`src/hw/rtl/bdq_pkg.sv`:
```
package bdq_pkg;

  // field widths of the stream payloads
  localparam int unsigned FUNC_W      = 3;
  localparam int unsigned DATA_W      = 32;
  localparam int unsigned POS_W       = 8;
  localparam int unsigned COUNT_OUT_W = 9;

  // packed bus widths, rounded up to whole bytes
  localparam int unsigned S_TDATA_W = ((DATA_W + POS_W + 7) / 8) * 8;
  localparam int unsigned M_TDATA_W = ((DATA_W + COUNT_OUT_W + 7) / 8) * 8;
  localparam int unsigned S_TUSER_W = FUNC_W;
  localparam int unsigned M_TUSER_W = 2;

  // default number of entries
  localparam int unsigned DEF_CAPACITY = 256;

  // operation codes
  typedef enum logic [FUNC_W-1:0] {
    FUNC_INS_HEAD = 3'd0,
    FUNC_INS_TAIL = 3'd1,
    FUNC_RM_HEAD  = 3'd2,
    FUNC_RM_TAIL  = 3'd3,
    FUNC_RD_HEAD  = 3'd4,
    FUNC_RD_TAIL  = 3'd5,
    FUNC_RD_INDEX = 3'd6,
    FUNC_SIZE     = 3'd7
  } func_e;

  // controller to datapath commands
  typedef struct packed {
    logic capture;  // latch the incoming transaction
    logic exec;     // apply the operation to pointers and store
    logic load;     // move the result into the output register
  } cmd_t;

endpackage

```
`src/hw/rtl/bdq_ctrl.sv`:
```
module bdq_ctrl (
  input  logic          clk_i,
  input  logic          rst_ni,
  input  logic          in_valid_i,
  output logic          in_ready_o,
  output logic          out_valid_o,
  input  logic          out_ready_i,
  output bdq_pkg::cmd_t cmd_o
);
  import bdq_pkg::*;

  typedef enum logic [1:0] {
    S_IDLE,
    S_EXEC,
    S_LOAD
  } state_e;

  state_e state_q;
  logic   out_valid_q;
  logic   accept;
  logic   load;

  assign in_ready_o = (state_q == S_IDLE);
  assign accept     = in_valid_i && in_ready_o;
  // result may enter the output register once it is empty or being drained
  assign load       = (state_q == S_LOAD) && (!out_valid_q || out_ready_i);

  assign cmd_o.capture = accept;
  assign cmd_o.exec    = (state_q == S_EXEC);
  assign cmd_o.load    = load;
  assign out_valid_o   = out_valid_q;

  // sequencer and output valid
  always_ff @(posedge clk_i or negedge rst_ni) begin
    if (!rst_ni) begin
      state_q     <= S_IDLE;
      out_valid_q <= 1'b0;
    end else begin
      case (state_q)
        S_IDLE: begin
          if (accept) begin
            state_q <= S_EXEC;
          end
        end
        S_EXEC: begin
          state_q <= S_LOAD;
        end
        S_LOAD: begin
          if (load) begin
            state_q <= S_IDLE;
          end
        end
        default: begin
          state_q <= S_IDLE;
        end
      endcase
      if (load) begin
        out_valid_q <= 1'b1;
      end else if (out_ready_i) begin
        out_valid_q <= 1'b0;
      end
    end
  end

endmodule

```
`config.mk`:
```
export PLATFORM = sky130hd
export DESIGN_NAME = bdq_ctrl
export DESIGN_NICKNAME = d
export VERILOG_FILES = /design/src/hw/rtl/bdq_pkg.sv /design/src/hw/rtl/bdq_ctrl.sv
export SDC_FILE = /design/constraint.sdc
export NUM_CORES = 1
export LEC_CHECK = 0
export CAP_MARGIN = 20
export CORE_AREA = 2 2 39 41
export DETAILED_ROUTE_END_ITERATION = 10
export DIE_AREA = 0 0 41 43
export DONT_BUFFER_PORTS = 1
export MAX_ROUTING_LAYER = met4
export SKIP_CTS_REPAIR_TIMING = 1
export SYNTH_ARGS = -nofsm -noshare
export SYNTH_HDL_FRONTEND = slang
export SYNTH_SLANG_ARGS = --single-unit
```
`constraint.sdc`:
```
create_clock -name clk_i -period 1.7 [get_ports clk_i]
set_input_delay 0.34 -clock clk_i [delete_from_list [all_inputs] [get_ports clk_i]]
set_output_delay 0.34 -clock clk_i [all_outputs]
set_load 0.01 [all_outputs]
```
==> flow_summary.json, run 1 <==
{
  "status": "complete, no violations",
  "hpwl_um": 214,
  "synth_cells": 14,
  "grt-ovfl-total": 0,
  "seq_area_sq_um": 75.1,
  "wl_per_cell_um": 8.00,
  "cap_viol_max_count": 0,
  "postSynthAreaPerCell_sq_um": 10.5,
  "period_share_pct": 81.4,
  "ant_nets": 0,
  "final_layout_size_suffix_gt1_share_pct": 29.4,
  "worstSetupPathType": "register to primary output",
  "n_fill_cell": 157,
  "fin_nets": 22,
  "rows": 14,
  "vias_per_cell": 2.85,
  "clock_latency_ns": 0.23,
  "synth_seq_cells": 3,
  "hold_viol": 0,
  "die_area_sq_um": 1760,
  "route.vias.total": 94,
  "drt-initial-drc-count": 1,
  "ys_types": 9,
  "netSwitchingPower_uw": 100,
  "fp.dieH_um": 43,
  "max_freq_mhz": 723,
  "crit_slowest_cell": "dfrtp_1",
  "core-area_sq_um": 1380,
  "dr_wl_met3_um": 54,
  "synthToLayoutAreaGrowth_pct": 28.0,
  "synth_top_area_share_pct": 50.8,
  "r2r_slack_ns": 0.86,
  "synth_top_cell_by_area": "dfrtp_1",
  "top_layer": "met3",
  "clkTransAtPathRegs_ns": 0.04,
  "whs_ns": 0.239,
  "multi_input_comb_area_sq_um": 57.6,
  "clk_path_buf_depth": 2,
  "cts-htree-levels": 1,
  "ir_drop_v": 0.000232,
  "r2r-end": "state_q[1]",
  "fin_skew_ns": 0.00123,
  "endpoint": "cmd_o[2]",
  "slowest_delay_ns": 0.40,
  "diodes": 0,
  "wl_um": 264,
  "drt-met1-wl_um": 101,
  "grt_max_degree": 4,
  "num_io_pins": 9,
  "p_int_uw": 211,
  "fin_crit_ns": 1.38,
  "grtUsageTotal_pct": 3.50,
  "r2r_start": "state_q[0]",
  "clockRootBuffer": "clkbuf_4",
  "hold_path.class": "primary input to register",
  "numCtsBuffers": 3,
  "cp_max_fo": 3,
  "power-per-cell-area_nw_per_um2": 1650,
  "clock_sinks": 3,
  "antenna_found_initial": 0,
  "worstSetupEndpointType": "primary output",
  "r2r_cells": 2,
  "cts_tree": "done",
  "p_leak_nw": 0.0816,
  "startpoint_type": "register",
  "port_buffers": 0,
  "combinationalPowerShare_pct": 22.9,
  "setup_viol": 0,
  "grt_pass1_wl_um": 296,
  "crit_path_cell_trace": "nor2_2 -> and2_1",
  "setup.worst_path.start": "state_q[1]",
  "cp_data_arrival_time_ns": 1.04,
  "slew_viol_final": 0,
  "syn_nets": 18,
  "seqPwrFrac_pct": 37.9,
  "pwr-share-clk_pct": 39.2,
  "netlist_area_sq_um": 148,
  "postLayoutCoreUtil_pct": 13.7,
  "max_slew_margin_pct": 85.5,
  "place.gp.congestion": 0.502,
  "tightest_slew_ns": 0.218,
  "drc": 0,
  "tns_ns": 0,
  "ys_warn_count": 0,
  "yosys-top-cells-area": "dfrtp_1 (51%), buf_4 (10%), and2_1 (8.5%)",
  "grt_pass1_vias": 84,
  "switching_share_pct": 32.2,
  "firstDrtPassIters": 2,
  "ys_seq_area_share_pct": 50.8,
  "start_util_pct": 10.7,
  "die_w_um": 41,
  "met2_length_um": 108,
  "cp.required_ns": 1.36,
  "rsz0062_at_grt": "no"
}
-- metal layers --
layer	up-vias	GRT usage, %
li1	47	-
met1	41	1.94
met2	6	3.44
met3	0	5.76
met4	0	4.00
met5	-	-
-- power by group through the flow --
stage | Sequential [mW] | Combinational (mW) | Clock, mW
final | 0.118 | 0.0711 | 0.122
after global routing | 0.121 | 0.0796 | 0.133
after CTS | 0.118 | 0.0715 | 0.130
after detailed placement | 0.119 | 0.0713 | 0
after global placement | 0.117 | 0.0723 | 0
after floorplan | 0.115 | 0.0771 | 0
-- kinds of logic after synthesis --
kind of cell | after synthesis | synth area share [%]
buffers and inverters | 2 | 10.2
flip-flops | 3 | 50.8
AND/OR/NAND/NOR | 8 | 33.9
AO/OA/AOI/OAI | 1 | 5.09
-- area by class of cell --
class	count	share of cell area [%]
sequential	3	39.7
multi-input combinational	9	30.5
clock buffer	4	13.9
tap	16	10.6
timing repair buffer	1	5.30
-- synth_stat cells --
cell      count
nor2b_1       1
o21bai_1      1
nor2_2        1
buf_4         2
and2_1        2
nand2b_1      2
nor2b_2       1
nand2_1       1
dfrtp_1       3
-- worst max-delay path, delay by kind of cell, from the launching register on --
family,cells,cell delay (ns)
AND/OR/NAND/NOR,2,0.42
flip-flops,1,0.40
-- stage by stage --
stage               setup WS, ns  instance area, sq um  total power, mW  cells
floorplan                  0.548                   148            0.192     14
global placement           0.531                   153            0.190     28
detailed placement         0.537                   153            0.190     28
CTS                        0.286                   179            0.319     32
global route               0.246                   189            0.333     33
finish                     0.317                   189            0.311     33
-- placed cells by master (no fill, tap or decap) --
master / count
clkbuf_4: 3
dfrtp_1: 3
and2_1: 2
nand2b_1: 2
nor2_2: 1
nor2b_1: 1
nor2b_2: 1
o21bai_1: 1
nand2_1: 1
clkbuf_1: 1
dlygate4sd3_1: 1
-- registers in the layout, summed over array words and instances, names as in the netlist --
name,cells
state_q,2
out_valid_o,1
-- how the worst min path moves through the flow --
stage	start	endpoint	slack (ns)	depth (start not counted)
4_1_cts	rst_ni	state_q[0]	-0.20	0
6_report	in_valid_i	state_q[0]	0.24	1
5_1_grt	in_valid_i	state_q[0]	0.23	1
2_1_floorplan	rst_ni	out_valid_o	0.04	0
3_3_place_gp	rst_ni	out_valid_o	0.04	0
3_5_place_dp	rst_ni	out_valid_o	0.04	0
Note: power is estimated with default switching activity, not from simulation.
==> run 2, diff against run 1 <==
Clock period 1.7 ns to 1.3 ns, I/O delays scaled along.
==> run 2 against run 1 <==
Effect of this change: sequential cell count did not move; design area up 11%; global-route usage up 1.6 points; sequential share of layout area fell by 3.8 points; count of clock-buffer cells in the layout is the same; critical endpoint unchanged; wire length increased by 16%; critical path depth unchanged.
==> flow_summary.json, run 2 (synthesized netlist as in run 1, its figures left out) <==
{
  "final_layout_size_suffix_gt1_share_pct": 50.0,
  "ir_drop_v": 0.000305,
  "rsz0062_at_grt": "no",
  "pre_cts_ws_ns": 0.268,
  "setup_viol": 0,
  "fp.dieH_um": 43,
  "cts-htree-levels": 1,
  "min_delay_path_depth": 1,
  "clock_sinks": 3,
  "status": "complete, no violations",
  "top_register": "state_q",
  "power-per-cell-area_nw_per_um2": 2200,
  "num_io_pins": 9,
  "grt_max_degree": 4,
  "r2r_slack_ns": 0.40,
  "busiest_layer": "met4",
  "slew_viol_final": 0,
  "diodes": 0,
  "grt-ovfl-total": 0,
  "wl_per_cell_um": 9.00,
  "synthToLayoutAreaGrowth_pct": 41.5,
  "grtUsageMet2_pct": 5.63,
  "clockRootBuffer": "clkbuf_4",
  "route.vias.total": 107,
  "cap_viol_max_count": 0,
  "period_share_pct": 95.5,
  "cp_data_arrival_time_ns": 0.98,
  "cp_max_fo": 3,
  "clkTransAtPathRegs_ns": 0.04,
  "grtUsageMet3_pct": 6.28,
  "fin_nets": 23,
  "cp.required_ns": 1.04,
  "drc": 0,
  "clock_latency_ns": 0.23,
  "setup_ws_ns": 0.0591,
  "hold_path.class": "primary input to register",
  "fin_skew_ns": 0.00140,
  "die_w_um": 41,
  "antenna_found_initial": 0,
  "cts_tree": "done",
  "n_fill_cell": 159,
  "worstSetupPathType": "register to primary output",
  "place.gp.congestion": 0.513,
  "placed_area_sq_um": 160,
  "die_area_sq_um": 1760,
  "ant_nets": 0,
  "tightest_slew_ns": 0.186,
  "p_leak_nw": 0.0936,
  "startpoint_type": "register",
  "grtUsageTotal_pct": 5.14,
  "grtUsageMet1_pct": 2.57,
  "max_freq_mhz": 806,
  "vias_per_cell": 3.15,
  "firstDrtPassIters": 1,
  "numCtsBuffers": 3,
  "hold_viol": 0,
  "fin_crit_ns": 1.24,
  "worstSetupEndpointType": "primary output",
  "rows": 14,
  "r2r_cells": 3,
  "largest_register_ff_count": 2,
  "grt_pass1_wl_um": 400,
  "core-area_sq_um": 1380,
  "layout_common_cells": "clkbuf_4 (3), dfrtp_1 (3), nor2b_2 (2)",
  "wl_um": 306,
  "clk_path_buf_depth": 2,
  "drt-initial-drc-count": 0,
  "port_buffers": 0,
  "max_slew_margin_pct": 87.6,
  "stdcell_area_sq_um": 209,
  "grt_pass1_vias": 108,
  "tns_ns": 0,
  "start_util_pct": 10.7
}
run 2: cell types whose count changed in the layout (fill, tap and decap cells not counted):
cell      previous run  this run
and2_4               0         1
nor2b_2              1         2
nor2b_1              1         0
nand2b_4             0         1
nand2b_1             2         1
buf_4                0         1
and2_1               2         1
run 2: path summary, 6_finish.rpt:
kind                             start           to
setup / recovery            state_q[1]     cmd_o[2]
setup reg to reg            state_q[1]   state_q[0]
hold reg to reg            out_valid_o  out_valid_o
max in group asynchronous       rst_ni  out_valid_o
hold / removal              in_valid_i   state_q[0]
min in group asynchronous       rst_ni   state_q[0]
run 2: layout make-up:
type / instances / area (sq um) / area share [%]
sequential: 3 / 75.1 / 35.9
multi-input combinational: 9 / 70.1 / 33.5
clock buffer: 4 / 26.3 / 12.6
tap: 16 / 20.0 / 9.58
timing repair buffer: 2 / 17.5 / 8.38
run 2: where the power goes:
part	internal (mW)	leakage, nW	switching, mW
Clock	0.115	0.0150	0.0511
Combinational	0.0686	0.0402	0.0643
Sequential	0.124	0.0384	0.0358
Total	0.307	0.0936	0.151
run 2: critical path: stages, from the launching register on:
cell and delay [ns]:
dfrtp_1 0.42, nor2_2 0.16, and2_4 0.17
run 2: per-layer routing:
metal	vias to the layer above	wire length [um]
met5	-	0
met1	47	99
met2	8	139
met3	2	51
met4	0	16
li1	50	-
run 2: metrics by stage:
stage / total power, mW / utilization (%) / hold WS, ns / std cells
after floorplan: 0.252 / - / -0.0356 / 14
after global placement: 0.265 / 11.6 / -0.0355 / 29
after detailed placement: 0.268 / 11.6 / -0.0355 / 29
after CTS: 0.441 / 13.5 / -0.289 / 33
after global routing: 0.496 / 15.1 / 0.150 / 34
final: 0.459 / 15.1 / 0.157 / 34
==> run 3, diff against run 2 <==
Settings changed: ABC_AREA set to 1.
==> run 3 against run 2 <==
Effect of this change: sequential power increased by 5%; clock skew decreased by 0.0011 ns; die area unchanged; worst hold slack got worse by 0.020 ns; wire length increased by 28%; utilization increased by 0.90 points; first-iteration DRC count unchanged; non-clock buffer count unchanged; sequential share of layout area decreased by 2.0 points; setup slack got worse by 0.0079 ns; design area increased by 6.0%; register-to-register slack improved by 0.06 ns; largest cell class unchanged; largest power group is now sequential cells.
==> flow_summary.json, run 3 <==
{
  "status": "complete, no violations",
  "stdcell_area_sq_um": 221,
  "setup_viol": 0,
  "die_w_um": 41,
  "cp_data_arrival_time_ns": 0.99,
  "hold_viol": 0,
  "ir_drop_v": 0.000253,
  "clockRootBuffer": "clkbuf_4",
  "largest_register_ff_count": 2,
  "rsz0062_at_grt": "yes",
  "r2r_slack_ns": 0.46,
  "drc": 0,
  "ys_seq_area_share_pct": 47.6,
  "netlist_area_sq_um": 158,
  "synth_common_cells": "nor2_1 (4), dfrtp_1 (3), inv_1 (3), nand2_1 (3)",
  "whs_ns": 0.137,
  "max_slew_margin_pct": 83.7,
  "placed_area_sq_um": 163,
  "synth_top_area_share_pct": 47.6,
  "busiest_layer": "met4",
  "postLayoutCoreUtil_pct": 16.0,
  "grtUsageMet2_pct": 8.13,
  "hpwl_um": 309,
  "crit_path_cell_trace": "inv_2 -> nand2_1 -> nor2_4",
  "top_register": "state_q",
  "grt-ovfl-total": 0,
  "ys_warn_count": 0,
  "grtUsageTotal_pct": 5.96,
  "fin_skew_ns": 0.000325,
  "core-area_sq_um": 1380,
  "grt_max_degree": 7,
  "clk_path_buf_depth": 2,
  "period_share_pct": 96.1,
  "synth_top_cell_by_area": "dfrtp_1",
  "fp.dieH_um": 43,
  "grtUsageMet1_pct": 3.53,
  "layout_common_cells": "nand2_1 (3), inv_1 (3), clkbuf_4 (3), dfrtp_1 (3)",
  "synth_seq_cells": 3,
  "endpoint": "cmd_o[0]",
  "place.gp.congestion": 0.577,
  "ys_async_sr_fraction_pct": 100,
  "ant_nets": 0,
  "hold_path.class": "primary input to register",
  "startpoint_type": "register",
  "start_util_pct": 11.4,
  "ys.flop_type": "dfrtp_1",
  "worstSetupEndpointType": "primary output",
  "diodes": 0,
  "synthToLayoutAreaGrowth_pct": 40.5,
  "setup.worst_path.start": "state_q[0]",
  "ys_types": 9,
  "clkTransAtPathRegs_ns": 0.04,
  "clock_sinks": 3,
  "grt_pass1_wl_um": 572,
  "final_layout_size_suffix_gt1_share_pct": 37.5,
  "dp.cells": 34,
  "port_buffers": 0,
  "grt_pass1_vias": 156,
  "setup_ws_ns": 0.0512,
  "rows": 14,
  "worstSetupPathType": "register to primary output",
  "yosys-top-cells-area": "dfrtp_1 (48%), buf_4 (9.5%), nor2_1 (9.5%)",
  "crit_slowest_cell": "dfrtp_1",
  "slowest_delay_ns": 0.42,
  "postSynthAreaPerCell_sq_um": 7.88,
  "cts_tree": "done",
  "clock_latency_ns": 0.23,
  "r2r_start": "state_q[0]",
  "r2r_cells": 4,
  "fin_crit_ns": 1.25,
  "power-per-cell-area_nw_per_um2": 2070,
  "power.total_uw": 459,
  "firstDrtPassIters": 1,
  "synth-edff-count": 0,
  "cp_max_fo": 5,
  "cap_viol_max_count": 0,
  "wl_um": 391,
  "tns_ns": 0,
  "cts-htree-levels": 1,
  "drt-initial-drc-count": 0,
  "syn_nets": 24,
  "r2r-end": "state_q[1]",
  "p_leak_nw": 0.100,
  "wl_per_cell_um": 9.78,
  "slew_viol_final": 0,
  "max_freq_mhz": 801,
  "grtUsageMet3_pct": 3.14,
  "pre_cts_ws_ns": 0.216,
  "antenna_found_initial": 0,
  "tightest_slew_ns": 0.244,
  "vias_per_cell": 3.30,
  "synth.most_common_cell": "nor2_1",
  "numCtsBuffers": 3,
  "route.vias.total": 132,
  "instances_no_fill": 40,
  "num_io_pins": 9,
  "cp.required_ns": 1.04,
  "synth_cells": 20,
  "fin_nets": 29,
  "n_fill_cell": 165,
  "die_area_sq_um": 1760
}
==> run 3: routing by layer <==
layer / routed length [um] / part of all wire (%)
met5: 0 / 0
met4: 0 / 0
met3: 42 / 11
met2: 234 / 60
met1: 114 / 29
==> run 3: cell type report <==
type                       instances  area (sq um)  area share [%]
multi-input combinational         11          67.6            30.5
tap                               16          20.0            9.04
timing repair buffer               2          17.5            7.91
inverter                           4          15.0            6.78
sequential                         3          75.1            33.9
clock buffer                       4          26.3            11.9
==> run 3: worst max-delay path, delay by kind of cell (launching register included) <==
family	cells	cell delay (ns)
AND/OR/NAND/NOR	2	0.24
buffers and inverters	1	0.08
flip-flops	1	0.42
==> run 3: how the worst min path moves through the flow <==
stage                           start     endpoint  slack (ns)  cells after the start
after floorplan                rst_ni  out_valid_o       -0.04                      0
after global placement         rst_ni  out_valid_o       -0.04                      0
after detailed placement       rst_ni   state_q[0]       -0.04                      0
after CTS                      rst_ni   state_q[0]       -0.28                      0
after global routing      out_ready_i  out_valid_o        0.15                      1
final                     out_ready_i  out_valid_o        0.14                      1
==> run 3: report_power, final <==
part	switching [mW]	total, mW	internal, mW	leakage, nW
logic	0.0817	0.129	0.0476	0.0469
registers	0.0439	0.167	0.123	0.0384
clock network	0.0477	0.163	0.115	0.0150
==> run 3: cells by family after synthesis <==
logic type             after synthesis  share of synthesized area [%]
AO/OA/AOI/OAI                        1                           3.17
buffers and inverters                6                           19.0
AND/OR/NAND/NOR                     10                           30.2
flip-flops                           3                           47.6
